### src/design/tsc_pkg.sv
// Shared types and codes for the trade side classifier.
`default_nettype none

package tsc_pkg;

	// Default width of stored and compared prices.
	localparam int PRICE_WIDTH_DEF = 32;

	typedef logic [1:0] tick_kind_t;
	typedef logic [1:0] aggr_t;
	typedef logic [1:0] side_t;

	// Tick kinds.
	localparam tick_kind_t KIND_TRADE = 2'd0;
	localparam tick_kind_t KIND_BID   = 2'd1;
	localparam tick_kind_t KIND_ASK   = 2'd2;
	localparam tick_kind_t KIND_OTHER = 2'd3;

	// Exchange aggressor codes.
	localparam aggr_t AGGR_NONE   = 2'd0;
	localparam aggr_t AGGR_BUYER  = 2'd1;
	localparam aggr_t AGGR_SELLER = 2'd2;

	// Trade side codes.
	localparam side_t SIDE_UNKNOWN = 2'd0;
	localparam side_t SIDE_BID     = 2'd1;
	localparam side_t SIDE_ASK     = 2'd2;
	localparam side_t SIDE_INVALID = 2'd3;

endpackage

`default_nettype wire

### src/design/trade_side_classifier.sv
// Top level of the trade side classifier: request register, classify logic, result register.
//
// Usage:
//   Requests are market ticks (req_type, price, aggressor) on a valid/ready
//   channel. Every request yields exactly one result (side) on the rsp
//   channel, in request order. Bid and ask quotes update the held quotes,
//   other ticks change nothing; both answer side unknown. A trade is
//   classified by the aggressor code, then the quote rule against the
//   midpoint, then the tick rule against the last trade price.
//   A request passes through the request register, then the classify logic
//   writes the result register. One request is taken every cycle while the
//   receiver does not stall; the limit is the single pass through the
//   compare logic that reads and updates the held quotes and last trade.
//   Reset clears the held quotes, last trade price and last side to zero
//   and empties both registers. While the receiver stalls, the result
//   holds and one more request may wait in the request register; req_ready
//   then drops until the result is taken.
`default_nettype none

module trade_side_classifier #(
	parameter int PRICE_WIDTH = tsc_pkg::PRICE_WIDTH_DEF
) (
	input  wire                        clk,
	input  wire                        arst_n,
	input  wire                        req_valid,
	output logic                       req_ready,
	input  wire tsc_pkg::tick_kind_t   req_type,
	input  wire  [PRICE_WIDTH-1:0]     price,
	input  wire tsc_pkg::aggr_t        aggressor,
	output logic                       rsp_valid,
	input  wire                        rsp_ready,
	output tsc_pkg::side_t             side
);
	import tsc_pkg::*;

	// Request register.
	logic                   valid_s1;
	tick_kind_t             kind_s1;
	logic [PRICE_WIDTH-1:0] price_s1;
	aggr_t                  aggr_s1;

	// Held market state.
	logic [PRICE_WIDTH-1:0] bid_q;
	logic [PRICE_WIDTH-1:0] ask_q;
	logic [PRICE_WIDTH-1:0] last_price_q;
	side_t                  last_side_q;

	// Result register.
	logic  rsp_valid_q;
	side_t side_q;

	logic  advance;
	side_t trade_side;
	side_t result_side;

	assign advance   = valid_s1 && (!rsp_valid_q || rsp_ready);
	assign req_ready = !valid_s1 || advance;
	assign rsp_valid = rsp_valid_q;
	assign side      = side_q;

	// Classify a trade: aggressor, then quote rule, then tick rule.
	always_comb begin
		logic [PRICE_WIDTH:0] twice;
		logic [PRICE_WIDTH:0] quote_sum;
		side_t                quote_side;
		twice      = {price_s1, 1'b0};
		quote_sum  = {1'b0, bid_q} + {1'b0, ask_q};
		quote_side = SIDE_UNKNOWN;
		if (bid_q != '0 && ask_q != '0) begin
			if (twice > quote_sum) begin
				quote_side = SIDE_ASK;
			end else if (twice < quote_sum) begin
				quote_side = SIDE_BID;
			end
		end
		priority if (aggr_s1 == AGGR_BUYER) begin
			trade_side = SIDE_ASK;
		end else if (aggr_s1 == AGGR_SELLER) begin
			trade_side = SIDE_BID;
		end else if (quote_side != SIDE_UNKNOWN) begin
			trade_side = quote_side;
		end else if (last_price_q == '0) begin
			trade_side = SIDE_UNKNOWN;
		end else if (price_s1 > last_price_q) begin
			trade_side = SIDE_ASK;
		end else if (price_s1 < last_price_q) begin
			trade_side = SIDE_BID;
		end else begin
			trade_side = last_side_q;
		end
	end

	assign result_side = (kind_s1 == KIND_TRADE) ? trade_side : SIDE_UNKNOWN;

	// Request register load.
	always_ff @(posedge clk or negedge arst_n) begin
		if (!arst_n) begin
			valid_s1 <= 1'b0;
		end else if (req_ready) begin
			valid_s1 <= req_valid;
		end
	end

	always_ff @(posedge clk) begin
		if (req_ready && req_valid) begin
			kind_s1  <= req_type;
			price_s1 <= price;
			aggr_s1  <= aggressor;
		end
	end

	// Held state update as a request moves into the result register.
	always_ff @(posedge clk or negedge arst_n) begin
		if (!arst_n) begin
			bid_q        <= '0;
			ask_q        <= '0;
			last_price_q <= '0;
			last_side_q  <= SIDE_UNKNOWN;
		end else if (advance) begin
			unique case (kind_s1)
				KIND_TRADE: begin
					last_price_q <= price_s1;
					last_side_q  <= trade_side;
				end
				KIND_BID:   bid_q <= price_s1;
				KIND_ASK:   ask_q <= price_s1;
				KIND_OTHER: begin
				end
				default: begin
				end
			endcase
		end
	end

	// Result register.
	always_ff @(posedge clk or negedge arst_n) begin
		if (!arst_n) begin
			rsp_valid_q <= 1'b0;
		end else if (advance) begin
			rsp_valid_q <= 1'b1;
		end else if (rsp_ready) begin
			rsp_valid_q <= 1'b0;
		end
	end

	always_ff @(posedge clk) begin
		if (advance) begin
			side_q <= result_side;
		end
	end

endmodule

`default_nettype wire

### config.mk
export PLATFORM = sky130hd
export DESIGN_NAME = trade_side_classifier
export DESIGN_NICKNAME = d
export VERILOG_FILES = /design/src/design/tsc_pkg.sv /design/src/design/trade_side_classifier.sv
export SDC_FILE = /design/constraint.sdc
export NUM_CORES = 1
export LEC_CHECK = 0
export BUFFER_PORTS_ARGS = -buffer_cell sky130_fd_sc_hd__buf_4
export CORE_ASPECT_RATIO = 1.4
export CORE_UTILIZATION = 40
export CTS_BUF_LIST = sky130_fd_sc_hd__clkbuf_2
export DETAILED_ROUTE_END_ITERATION = 10
export PLACE_DENSITY = 0.67
export SYNTH_ARGS = -nofsm -noshare
export SYNTH_HDL_FRONTEND = slang
export SYNTH_SLANG_ARGS = --single-unit
### constraint.sdc
create_clock -name clk -period 4.99 [get_ports clk]
set_clock_uncertainty 0.05 [all_clocks]
set_input_delay 0.499 -clock clk [delete_from_list [all_inputs] [get_ports clk]]
set_output_delay 0.499 -clock clk [all_outputs]
set_load 0.02 [all_outputs]
# Yosys cells after proc, flatten, opt, wreduce, memory -nomap -nowiden
# Cells that the tools add are included.
dict set report totals {
  reg_bits 138
  in_bits 40
  out_inout_bits 4
  word_cells 46
}
dict set report op_classes {
  add_sub_neg 1
  n_lt_le_gt_ge 4
  eq_ne 4
  mux 11
  reduce_logical 16
}
# operator n
set ops {}
lappend ops {{32-bit nonzero test} 2}
lappend ops {{32-bit by 32-bit adder with 33-bit output} 1}
lappend ops {{33-bit > comparator} 1}
lappend ops {{33-bit less-than comparator} 1}
lappend ops {{32-bit > comparator} 1}
lappend ops {{32-bit zero test} 1}
lappend ops {{32-bit less-than comparator} 1}
lappend ops {{2-bit two-way mux} 8}
lappend ops {{2-bit AND reduction} 3}
lappend ops {{2-bit by 1-bit equality test with 1-bit output, second input constant} 2}
lappend ops {{2-bit equality test, second input constant} 2}
lappend ops {{2-bit nonzero test} 2}
lappend ops {{1-bit logical AND} 3}
lappend ops {{1-bit two-way mux} 3}
lappend ops {{1-bit zero test} 2}
lappend ops {{2-bit zero test} 1}
lappend ops {{1-bit logical OR} 2}

# Logic depth before layout (Yosys ltp)
# Gate-level depths: netlist of run 1.
dict set report depth {
  word_depth 9
  depth_mapped 19
  mapped_depth_nobuf 19
}

# Worst setup path before layout of run 1
# No wires, ideal clock.
dict set report synth_path {
  path_type {reg2reg}
  startpoint {register bid_q[0]}
  endpoint {register side_q[0] (netlist: side[0]) (data pin)}
  setup_ns 0.150
  arrival_time_ns 4.187
  path_slack_ns 0.602
  stages_incl_launch_ff 20
  path_buffers 0
  path_cell_list {dfrtp_1 > ha_1 > fa_1 > a211oi_1 > o21bai_1 > a21oi_2 > a311oi_2 > o41ai_4 > o21ai_1 > a21oi_1 > xor2_1 > ha_1 > a21oi_1 > o21ai_1 > a221oi_2 > o31ai_1 > or4_1 > o21a_1 > maj3_2 > nor3_2}
}
dict set report synth_between {
  elab_chain_cells 9
  word_cells_on_any_way 12
  classes_between {add/sub: 1; order compare: 2; mux: 6; reduce/logical: 3}
}
# item line_no
set synth_lines {}
lappend synth_lines {{start: declaration} trade_side_classifier.sv:43} ;# logic [PRICE_WIDTH-1:0] bid_q;
lappend synth_lines {{start signal: assignment} trade_side_classifier.sv:125} ;# KIND_BID: bid_q <= price_s1;
lappend synth_lines {{32-bit by 32-bit adder with 33-bit output} trade_side_classifier.sv:67} ;# quote_sum = {1'b0, bid_q} + {1'b0, ask_q};
lappend synth_lines {{33-bit less-than comparator} trade_side_classifier.sv:72} ;# end else if (twice < quote_sum) begin
lappend synth_lines {{1-bit two-way mux} trade_side_classifier.sv:72}
lappend synth_lines {{2-bit two-way mux} trade_side_classifier.sv:70} ;# if (twice > quote_sum) begin
lappend synth_lines {{2-bit two-way mux (*)} trade_side_classifier.sv:69} ;# if (bid_q != '0 && ask_q != '0) begin
lappend synth_lines {{2-bit nonzero test} trade_side_classifier.sv:80} ;# end else if (quote_side != SIDE_UNKNOWN) begin
lappend synth_lines {{2-bit two-way mux (*)} trade_side_classifier.sv:80}
lappend synth_lines {{2-bit two-way mux (*)} trade_side_classifier.sv:78} ;# end else if (aggr_s1 == AGGR_SELLER) begin
lappend synth_lines {{2-bit two-way mux (*)} trade_side_classifier.sv:76} ;# priority if (aggr_s1 == AGGR_BUYER) begin
lappend synth_lines {{end signal: assignment} trade_side_classifier.sv:148} ;# side_q <= result_side;
lappend synth_lines {{end: declaration} trade_side_classifier.sv:50} ;# side_t side_q;
# Mark *: on every way between the ends. The rest lies on a longest branch, timed or not.
# A chain may end at the register's enable or synchronous reset.

# Final worst setup path of run 1
# Ends and elaborated chain as after synthesis.

==> flow_metrics.tcl, run 1 <==
set metrics [dict create \
    total_power_w 0.004612 \
    synth_adder_area_share_pct 15.14 \
    drv_slew 0 \
    status "finished, final reports clean" \
    synthDominantCellAreaShare_pct 30.46 \
    ys_seq_area_share_pct 44.36 \
    drtAntennaViolNets 0 \
    boundaryPins 44 \
    fin_nets 946 \
    drv_cap 0 \
    placed_area_sq_mm 0.008811 \
    cts_root_buf "clkbuf_2" \
    avgViaCountPerCell 5.412 \
    start_util_pct 41.08 \
    clk_latency_ns 0.73 \
    powerDensity_mw_per_mm2 482.9 \
    rsz0062_at_grt "yes" \
    grt_max_degree 59 \
    worstPathRequired_ns 5.52 \
    synth-main-ff-cell "dfrtp_1" \
    async_flop_share_pct 72.46 \
    die_width_microns 123.1 \
    ir_worst_vdd_uv 180.5 \
    synth_enable_flop_cells 38 \
    synth.distinct_cells 66 \
    cts_tree "yes" \
    grt_pass1_wl_microns 30110 \
    holdWs_ns 0.2621 \
    syn_inst 711 \
    portBuffers 43 \
    design_area_sq_mm 0.009550 \
    power.leakage_nw 4.204 \
    finalSetupTns_ns 0 \
    drive_gt1_share_pct 26.03 \
    cp_max_fo 4 \
    max_freq_mhz 205.3 \
    synthMuxAreaShare_pct 12.75 \
    endpoint_kind "flip-flop" \
    yosysWarnings 0 \
    synth_top_area_cell "dfrtp_1" \
    dp_hpwl_microns 13980 \
    h-tree-depth 4 \
    fp.dieH_microns 171.6 \
    synth_top_family_by_area "adder cells" \
    path_class "reg -> reg" \
    area_growth_syn_to_layout_pct 16.27 \
    grt_pass1_vias 5987 \
    min_period_over_period_pct 97.63 \
    core_area_sq_mm 0.02000 \
    synth_xor_area_share_pct 2.986 \
    postSynthAreaPerCell_sq_um 11.55 \
    cts_inserted_buffers 17 \
    grt.overflow.total 0 \
    critPathLaunchType "flip-flop" \
    wl_microns 18840 \
    period_minus_slack_ns 4.872 \
    drtIter0Drc 180 \
    clock-sinks 138 \
    route.detailed.drc 0 \
    synth_most_common_cell "dfrtp_1" \
    synth_compound_area_share_pct 11.13 \
    synth-simple-area-share_pct 10.51 \
    dieArea_sq_mm 0.02112 \
    hold_violations 0 \
    rows 61 \
    gp_congestion 0.8754 \
    avgRoutedWirePerCell_microns 17.53 \
    grt_util_all_layers_pct 19.08 \
    clk_path_buf_depth 2 \
    synth-seq-cells 138 \
    antenna_found_initial 1 \
    min_path_type "in -> async" \
    setup_viol 0 \
    dr_total_vias 5818 \
    worstPathArrival_ns 5.40 \
    clk_pin_slew_ns 0.22 \
    worst_pin_slew_ns 0.9717 \
    synthesis.nets 848 \
    synth_area_leaders "dfrtp_1 (30%), ha_1 (15%), edfxtp_1 (14%), mux2_2 (13%), a21oi_1 (3.2%)" \
    max-slew-margin-rel_pct 35.03 \
    firstDrtPassIters 4 \
    synth_area_sq_mm 0.008214 \
    synth_common_cells "dfrtp_1 (100), ha_1 (96), mux2_2 (93)" \
]
-- cell type report --
cell class / instances / area, sq um
Clock inverter: 13 / 120.1
Timing Repair Buffer: 93 / 798.3
Clock buffer: 19 / 95.09
Antenna cell: 1 / 2.502
Fill cell: 1864 / 10450
Sequential cell: 138 / 3643
Multi-Input combinational cell: 510 / 4392
Inverter: 49 / 183.9
Tap cell: 252 / 315.3
-- power breakdown --
part | leakage (nW) | internal (W) | switching [W] | total, W
logic | 2.52 | 0.00111 | 0.00124 | 0.00234
registers | 1.55 | 0.00141 | 0.000228 | 0.00163
clock network | 0.133 | 0.000188 | 0.000449 | 0.000637
total | 4.20 | 0.00270 | 0.00191 | 0.00461
-- logic make-up (layout without fill, tap and decap cells) --
kind of cell             after synthesis  in the layout
flip-flops                           138            138
buffers and inverters                 63            174
AO/OA/AOI/OAI                        138            138
XOR/XNOR                              28             28
other                                  0              1
adder cells (fa/ha/maj)               99             99
multiplexers                          93             93
AND/OR/NAND/NOR                      152            152
-- registers in the layout (all words and copies together), names as in the netlist --
signal	cells
price_s1	32
valid_s1	1
kind_s1	2
aggr_s1	2
bid_q	32
rsp_valid	1
last_side_q	2
last_price_q	32
ask_q	32
side	2
-- routing by layer --
layer	routed length, microns	GRT usage (%)	up-vias
li1	-	-	2869
met1	7632	21.14	2817
met2	9942	34.20	91
met3	546	3.846	41
met4	720	9.691	0
met5	0	0	-
-- placed cells by master (no fill, tap or decap), drive strengths merged, types with 7 or more instances in the layout --
master	n
a21o	13
a21oi	55
buf	53
clkbuf	19
clkinv	7
dfrtp	100
dlygate4sd3	40
edfxtp	38
ha	96
inv	52
mux2	93
nand2	29
nand3	18
nand4	20
nor2	20
nor3	7
nor4	29
o21ai	28
o21bai	7
xnor2	14
xor2	14
-- metrics by stage --
step / setup slack [ns] / std cells / util (%)
after detailed placement: 0.1615 / 996 / 44.06
after floorplan: 0.6024 / 711 / -
after global placement: 0.2389 / 996 / 44.06
final: 0.1184 / 1075 / 47.76
after CTS: 0.08515 / 1068 / 47.14
after global routing: -0.07692 / 1075 / 47.76
-- critical path, stage by stage, from the launching register on --
cell      delay (ns)
dfrtp_1         0.47
ha_4            0.19
fa_2            0.38
a211oi_2        0.20
o21bai_1        0.13
a21oi_2         0.23
a311oi_4        0.15
o41ai_4         0.47
or3_1           0.18
o211ai_2        0.11
a31oi_1         0.19
ha_1            0.26
nand4_1         0.16
inv_1           0.07
a221oi_2        0.27
o31ai_2         0.11
or4_1           0.53
o21a_1          0.13
maj3_2          0.32
nor3_2          0.10
-- final timing paths --
| kind | start | to | slack, ns | depth (start not counted) |
|---|---|---|---|---|
| min reg2reg | last_side_q[0] | last_side_q[0] | 0.46 | 2 |
| max reg2reg | bid_q[0] | side[0] | 0.12 | 19 |
| max | bid_q[0] | side[0] | 0.12 | 19 |
| min in group clk | price[24] | price_s1[24] | 0.42 | 2 |
| max in group asynchronous | arst_n | ask_q[12] | 3.54 | 3 |
| min | arst_n | valid_s1 | 0.26 | 2 |
-- repair_timing --
| action | 4_1_cts | 5_1_grt |
|---|---|---|
| gates resized for setup | 0 | 16 |
| hold endpoints to repair | 95 | 0 |
| setup buffers | 0 | 6 |
| endpoints found under the setup margin | 0 | 4 |
| hold buffers | 40 | 0 |
No activity file was read; power rests on OpenSTA's default activity.
==> run 2, diff against run 1 <==
- ABC_AREA: not set -> 1
- PLACE_DENSITY: 0.67 -> 0.69
- clock period: 4.99 -> 4.4 ns (I/O delays scaled with it)
==> run 2 against run 1 <==
Net effect: worst setup slack improved by 0.69 ns; via count rose by 28%; sequential power rose by 20%; register-to-register slack improved by 0.69 ns.
==> flow_metrics.tcl, run 2 <==
set metrics [dict create \
    synthesis.nets 1228 \
    avgViaCountPerCell 5.016 \
    synth_area_sq_mm 0.008811 \
    path_class "reg -> reg" \
    clk_pin_slew_ns 0.20 \
    grt_pass1_vias 7387 \
    max_freq_mhz 278.1 \
    die_width_microns 127.4 \
    postSynthAreaPerCell_sq_um 8.076 \
    p_sw_share_pct 45.16 \
    dp_hpwl_microns 16450 \
    p_sw_w 0.002710 \
    crit_slowest_cell "dfrtp_1" \
    ir_worst_vdd_uv 348.5 \
    pre_cts_slack_ns 0.8162 \
    synth_enable_flop_cells 38 \
    clock-sinks 138 \
    h-tree-depth 4 \
    min_period_over_period_pct 81.71 \
    drtAntennaViolNets 0 \
    p_comb_share_pct 53.1 \
    holdWs_ns 0.2134 \
    dieArea_sq_mm 0.02263 \
    drv_cap 0 \
    fin_ws_ns 0.8045 \
    max_stage_delay_ns 0.45 \
    rsz0062_at_grt "no" \
    power.leakage_nw 4.983 \
    synthDominantCellAreaShare_pct 28.40 \
    drtIter0Drc 286 \
    post_cts_buffers 0 \
    worstPathRequired_ns 4.90 \
    final_common_cell "nand2_1" \
    worstPathArrival_ns 4.09 \
    cts_tree "yes" \
    gp_congestion 0.9283 \
    route.detailed.drc 0 \
    firstDrtPassIters 5 \
    hold_violations 0 \
    final_cell_mix "nand2_1 (274), inv_1 (152), o21ai_0 (110)" \
    yosysWarnings 0 \
    fin_nets 1316 \
    wl_microns 21600 \
    synth_most_common_cell "nand2_1" \
    fp.dieH_microns 177.6 \
    grt_util_all_layers_pct 20.37 \
    grt.overflow.total 0 \
    grt_pass1_wl_microns 35370 \
    ys_seq_area_share_pct 41.35 \
    cts_root_buf "clkbuf_2" \
    worst-path-buf-inv 3 \
    avgRoutedWirePerCell_microns 14.54 \
    setup_viol 0 \
    critPathLaunchType "flip-flop" \
    synth_area_leaders "dfrtp_1 (28%), ha_1 (14%), edfxtp_1 (13%), nand2_1 (12%), inv_1 (6.5%)" \
    finalSetupTns_ns 0 \
    pwr-share-clk_pct 14.2 \
    path_cells "ha_1, a21oi_1, nand2_1, a21oi_2, nor2_1, nor4_1, nand2_1, nand2_1, nand2_1, ha_1, nand2_1, nor2_1, nand3_1, inv_1, nand3_1, inv_1, nor2_1, nand3_1, nand2_1, inv_1, nand2_1, nand2_1, nor2_1" \
    drv_slew 0 \
    seqPwrFrac_pct 32.7 \
    total_power_w 0.006001 \
    cp_max_fo 4 \
    start_util_pct 41.25 \
    synth-main-ff-cell "dfrtp_1" \
    clk_latency_ns 0.77 \
    portBuffers 43 \
    cp_top_family "simple AND/OR/NAND/NOR gates" \
    synth_top_area_cell "dfrtp_1" \
    max-slew-margin-rel_pct 28.30 \
    rows 63 \
    status "finished, final reports clean" \
    endpoint_kind "flip-flop" \
    cp_common_cell "nand2_1" \
    dr_total_vias 7449 \
    synth-seq-cells 138 \
    period_minus_slack_ns 3.595 \
    drive_gt1_share_pct 10.23 \
    clk_path_buf_depth 2 \
    antenna_found_initial 1 \
    worst_pin_slew_ns 1.076 \
    min_path_type "in -> async" \
    core_area_sq_mm 0.02136 \
    synth_common_cells "nand2_1 (275), inv_1 (152), o21ai_0 (110)" \
    grt_max_degree 65 \
    synth.distinct_cells 40 \
    area_growth_syn_to_layout_pct 15.24 \
    async_flop_share_pct 72.46 \
    powerDensity_mw_per_mm2 591.0 \
    boundaryPins 44 \
    cts_inserted_buffers 17 \
    p_int_w 0.003291 \
    syn_inst 1091 \
]
## run 2: cell types whose count changed after synthesis, sizes merged, moves of 8 or more
cell   change
inv      +108
a21oi      +8
o21ai     +90
nand3     +13
nor2      +83
mux2      -93
nor4      -24
nand2    +255
## run 2: what timing repair did
item                                    in CTS  in global routing
endpoints found under the setup margin       0                  0
hold endpoints to repair                    97                  0
resized for setup                            0                  0
hold buffers                                41                  0
## run 2: cell families (layout without fill, tap and decap cells)
kind of cell	Yosys count	after routing	share of synthesized area [%]
adders and majority gates	97	97	13.86
and+or+nand+nor	454	454	21.66
DFF	138	138	41.35
AOI/OAI and AO/OA	199	199	12.95
buffers and inverters	177	278	7.597
xor gates and xnor gates	26	26	2.585
other	0	1	0
## run 2: power groups by stage
stage / Combinational, W / Sequential (W) / Clock, W
after floorplan: 0.00243 / 0.00188 / 0
after global placement: 0.00305 / 0.00197 / 0
after detailed placement: 0.00313 / 0.00198 / 0
after CTS: 0.00319 / 0.00196 / 0.000875
after global routing: 0.00367 / 0.00200 / 0.000918
final: 0.00319 / 0.00196 / 0.000851
## run 2: metal layers
metal	part of all wire, %	vias up	global-route usage (%)
li1	-	3728	-
met1	41	3506	22.85
met2	52	159	36.91
met3	3.2	56	3.527
met4	3.7	0	10.17
met5	0	-	0
## run 2: path summary, 6_finish.rpt
check / from / slack [ns] / cells after the start / endpoint
setup / recovery: bid_q[17] / 0.80 / 23 / side[0]
hold / removal: arst_n / 0.21 / 2 / last_price_q[4]
setup reg to reg: bid_q[17] / 0.80 / 23 / side[0]
hold reg to reg: last_side_q[1] / 0.47 / 2 / last_side_q[1]
max in group asynchronous: arst_n / 3.09 / 3 / bid_q[7]
min in group clk: price[19] / 0.32 / 2 / price_s1[19]
## run 2: per-stage QoR
stage | cells | cell area, sq um | utilization (%)
3_5_place_dp | 1411 | 9468 | 44.32
3_3_place_gp | 1411 | 9468 | 44.32
6_report | 1485 | 10150 | 47.53
5_1_grt | 1485 | 10150 | 47.53
2_1_floorplan | 1091 | 8811 | -
4_1_cts | 1484 | 10150 | 47.52
## run 2: final cells by class
cell class | instances | area (sq um)
clock buffers | 19 | 95.09
multi-input cells | 776 | 4513
repair buffers | 88 | 763.2
fillers | 2047 | 11210
inverters | 158 | 593.1
diodes | 1 | 2.502
clock inverters | 13 | 177.7
flip-flops and latches | 138 | 3643
well taps | 292 | 365.4
## run 2: worst register-to-register path: cells and delay by family (launching register included)
family | cells | cell delay, ns
adder cells (fa/ha/maj) | 2 | 0.67
buffers and inverters | 3 | 0.22
AO/OA/AOI/OAI | 2 | 0.44
flip-flops | 1 | 0.45
AND/OR/NAND/NOR | 16 | 1.56
==> run 3, diff against run 2 <==
- ABC_AREA: 1 -> 0
- PLACE_DENSITY: 0.69 -> 0.67
- clock period: 4.4 -> 3.8 ns (I/O delays scaled with it)
==> run 3 against run 2 <==
Net effect: the flow now finishes with violations (setup timing); largest cell class unchanged; highest routed layer unchanged; cell count down 19%; flip-flop and latch count unchanged; final area up 3.7%; wire length down 7.0%; critical path depth down 3; core utilization up 5.1 points; register-to-register slack worse by 1.6 ns; worst hold slack better by 0.043 ns; critical path type unchanged; via count down 15%; sequential power up 8%; non-clock buffer count up 127; global-route usage up 0.11 points.
==> flow_metrics.tcl, run 3 (synthesis gave the netlist of run 1 again) <==
set metrics [dict create \
    core_area_sq_mm 0.02000 \
    min_path_type "in -> reg" \
    firstDrtPassIters 4 \
    clk_latency_ns 0.77 \
    start_util_pct 41.08 \
    cts_inserted_buffers 17 \
    design_area_sq_mm 0.01053 \
    wl_microns 20080 \
    setup_viol 4 \
    fp.dieH_microns 171.6 \
    drive_gt1_share_pct 36.16 \
    hp-start "price[23]" \
    clock-sinks 138 \
    fillers 1779 \
    gp_congestion 0.8769 \
    die_width_microns 123.1 \
    hold_violations 0 \
    worst_pin_slew_ns 0.9349 \
    rows 61 \
    h-tree-depth 4 \
    grt_util_all_layers_pct 20.48 \
    status "complete, but fails checks" \
    reg2reg_to "side[0]" \
    final_cell_mix "buf_4 (173), dfrtp_1 (100), ha_1 (94)" \
    boundaryPins 44 \
    avgRoutedWirePerCell_microns 16.79 \
    dp_hpwl_microns 15170 \
    grt_pass1_vias 6703 \
    holdPathStages 2 \
    clk_path_buf_depth 2 \
    clk_pin_slew_ns 0.24 \
    max-slew-margin-rel_pct 37.67 \
    drtAntennaViolNets 0 \
    dieArea_sq_mm 0.02112 \
    drv_slew 0 \
    rsz0062_at_grt "yes" \
    power.leakage_nw 4.798 \
    cts_tree "yes" \
    avgViaCountPerCell 5.295 \
    max_freq_mhz 219.1 \
    portBuffers 43 \
    fin_ws_ns -0.7636 \
    endpoint_kind "flip-flop" \
    drtIter0Drc 236 \
    final_common_cell "buf_4" \
    drv_cap 0 \
    rrSetupSlack_ns -0.76 \
    dr_total_vias 6333 \
    pre_cts_slack_ns -0.9274 \
    worstPathArrival_ns 5.12 \
    path_class "reg -> reg" \
    cp_max_fo 4 \
    grt_max_degree 40 \
    placed_area_sq_mm 0.009722 \
    critPathLaunchType "flip-flop" \
    antenna_found_initial 1 \
    grt.overflow.total 0 \
    period_minus_slack_ns 4.564 \
    area_growth_syn_to_layout_pct 28.15 \
    grt_pass1_wl_microns 32570 \
    worstPathRequired_ns 4.36 \
    powerDensity_mw_per_mm2 648.9 \
    min_period_over_period_pct 120.1 \
    fin_nets 1068 \
    min_to "price_s1[23]" \
    cts_root_buf "clkbuf_2" \
    ff2ff_path_depth 20 \
    r2r-start "bid_q[13]" \
    violations "setup timing" \
    route.detailed.drc 0 \
    ir_worst_vdd_uv 218.0 \
]
-- run 3: cell types whose count changed in the layout (fill, tap and decap cells not counted), sizes merged, moves of 7 or more --
cell | previous run | this run
nand2 | 284 | 29
inv | 157 | 49
o21ai | 118 | 28
nor2 | 103 | 20
nand4 | 13 | 20
buf | 47 | 174
nor4 | 5 | 29
a21o | 6 | 13
mux2 | 0 | 93
nand3 | 31 | 18
a21oi | 63 | 55
-- run 3: worst max-delay path by stage --
stage / startpoint / end / slack (ns) / depth (start not counted)
2_1_floorplan: ask_q[0] / side[0] / -0.49 / 19
3_3_place_gp: ask_q[0] / side[1] / -0.86 / 19
3_5_place_dp: ask_q[0] / side[1] / -0.93 / 19
4_1_cts: bid_q[0] / side[0] / -0.70 / 19
5_1_grt: bid_q[0] / side[0] / -1.01 / 19
6_report: bid_q[13] / side[0] / -0.76 / 20
-- run 3: stage by stage --
step	instances	power [W]	TNS [ns]	util, %	hold slack, ns
6_report	1196	0.006831	-2.832	52.64	0.2562
5_1_grt	1196	0.007422	-3.907	52.64	0.1651
4_1_cts	1193	0.006806	-2.697	52.33	0.1839
3_5_place_dp	1116	0.005862	-3.465	48.62	0.2759
3_3_place_gp	1116	0.005769	-3.120	48.62	0.2734
2_1_floorplan	711	0.004424	-1.819	-	0.03441
-- run 3: area by class of cell --
cell class | count | area [sq um] | area share [%]
clock inverter | 13 | 106.4 | 1.010
timing repair buffer | 215 | 1729 | 16.43
inverter | 49 | 183.9 | 1.747
sequential | 138 | 3643 | 34.61
tap | 252 | 315.3 | 2.995
antenna | 1 | 2.502 | 0.02377
multi-input combinational | 510 | 4456 | 42.33
clock buffer | 18 | 90.09 | 0.8558
-- run 3: what timing repair did --
action | in CTS | in global routing
endpoints found under the hold margin | 138 | 0
gates resized for setup | 14 | 9
buffers inserted | 4 | 2
setup endpoints to repair | 4 | 4
pin swaps | 18 | 4
hold buffers | 42 | 0
-- run 3: report_power, final --
part,switching (W),leakage (nW),total (W),internal [W]
clock network,0.000558,0.120,0.000786,0.000227
registers,0.000263,1.55,0.00211,0.00185
logic,0.00187,3.12,0.00394,0.00207
-- run 3: worst max-delay path, stage by stage (launching register included) --
cell and delay, ns:
dfrtp_1 0.43, ha_1 0.37, buf_4 0.17, nand2_1 0.05, o21ai_1 0.08, a311oi_1 0.38, buf_4 0.19, a21oi_2 0.06
o21ai_2 0.19, o21ai_2 0.08, a311oi_1 0.31, xor2_1 0.19, ha_1 0.27, nand4_1 0.18, inv_1 0.07, a221oi_2 0.28
o31ai_1 0.12, or4_1 0.41, o21a_1 0.13, maj3_2 0.33, nor3_2 0.10
-- run 3: per-layer routing --
metal  share of wire [%]  GRT usage, %  vias up
li1                    -             -     3121
met1                  41         22.59     3069
met2                  53         37.76      101
met3                 2.9         3.813       42
met4                 3.4         8.853        0
met5                   0             0        -
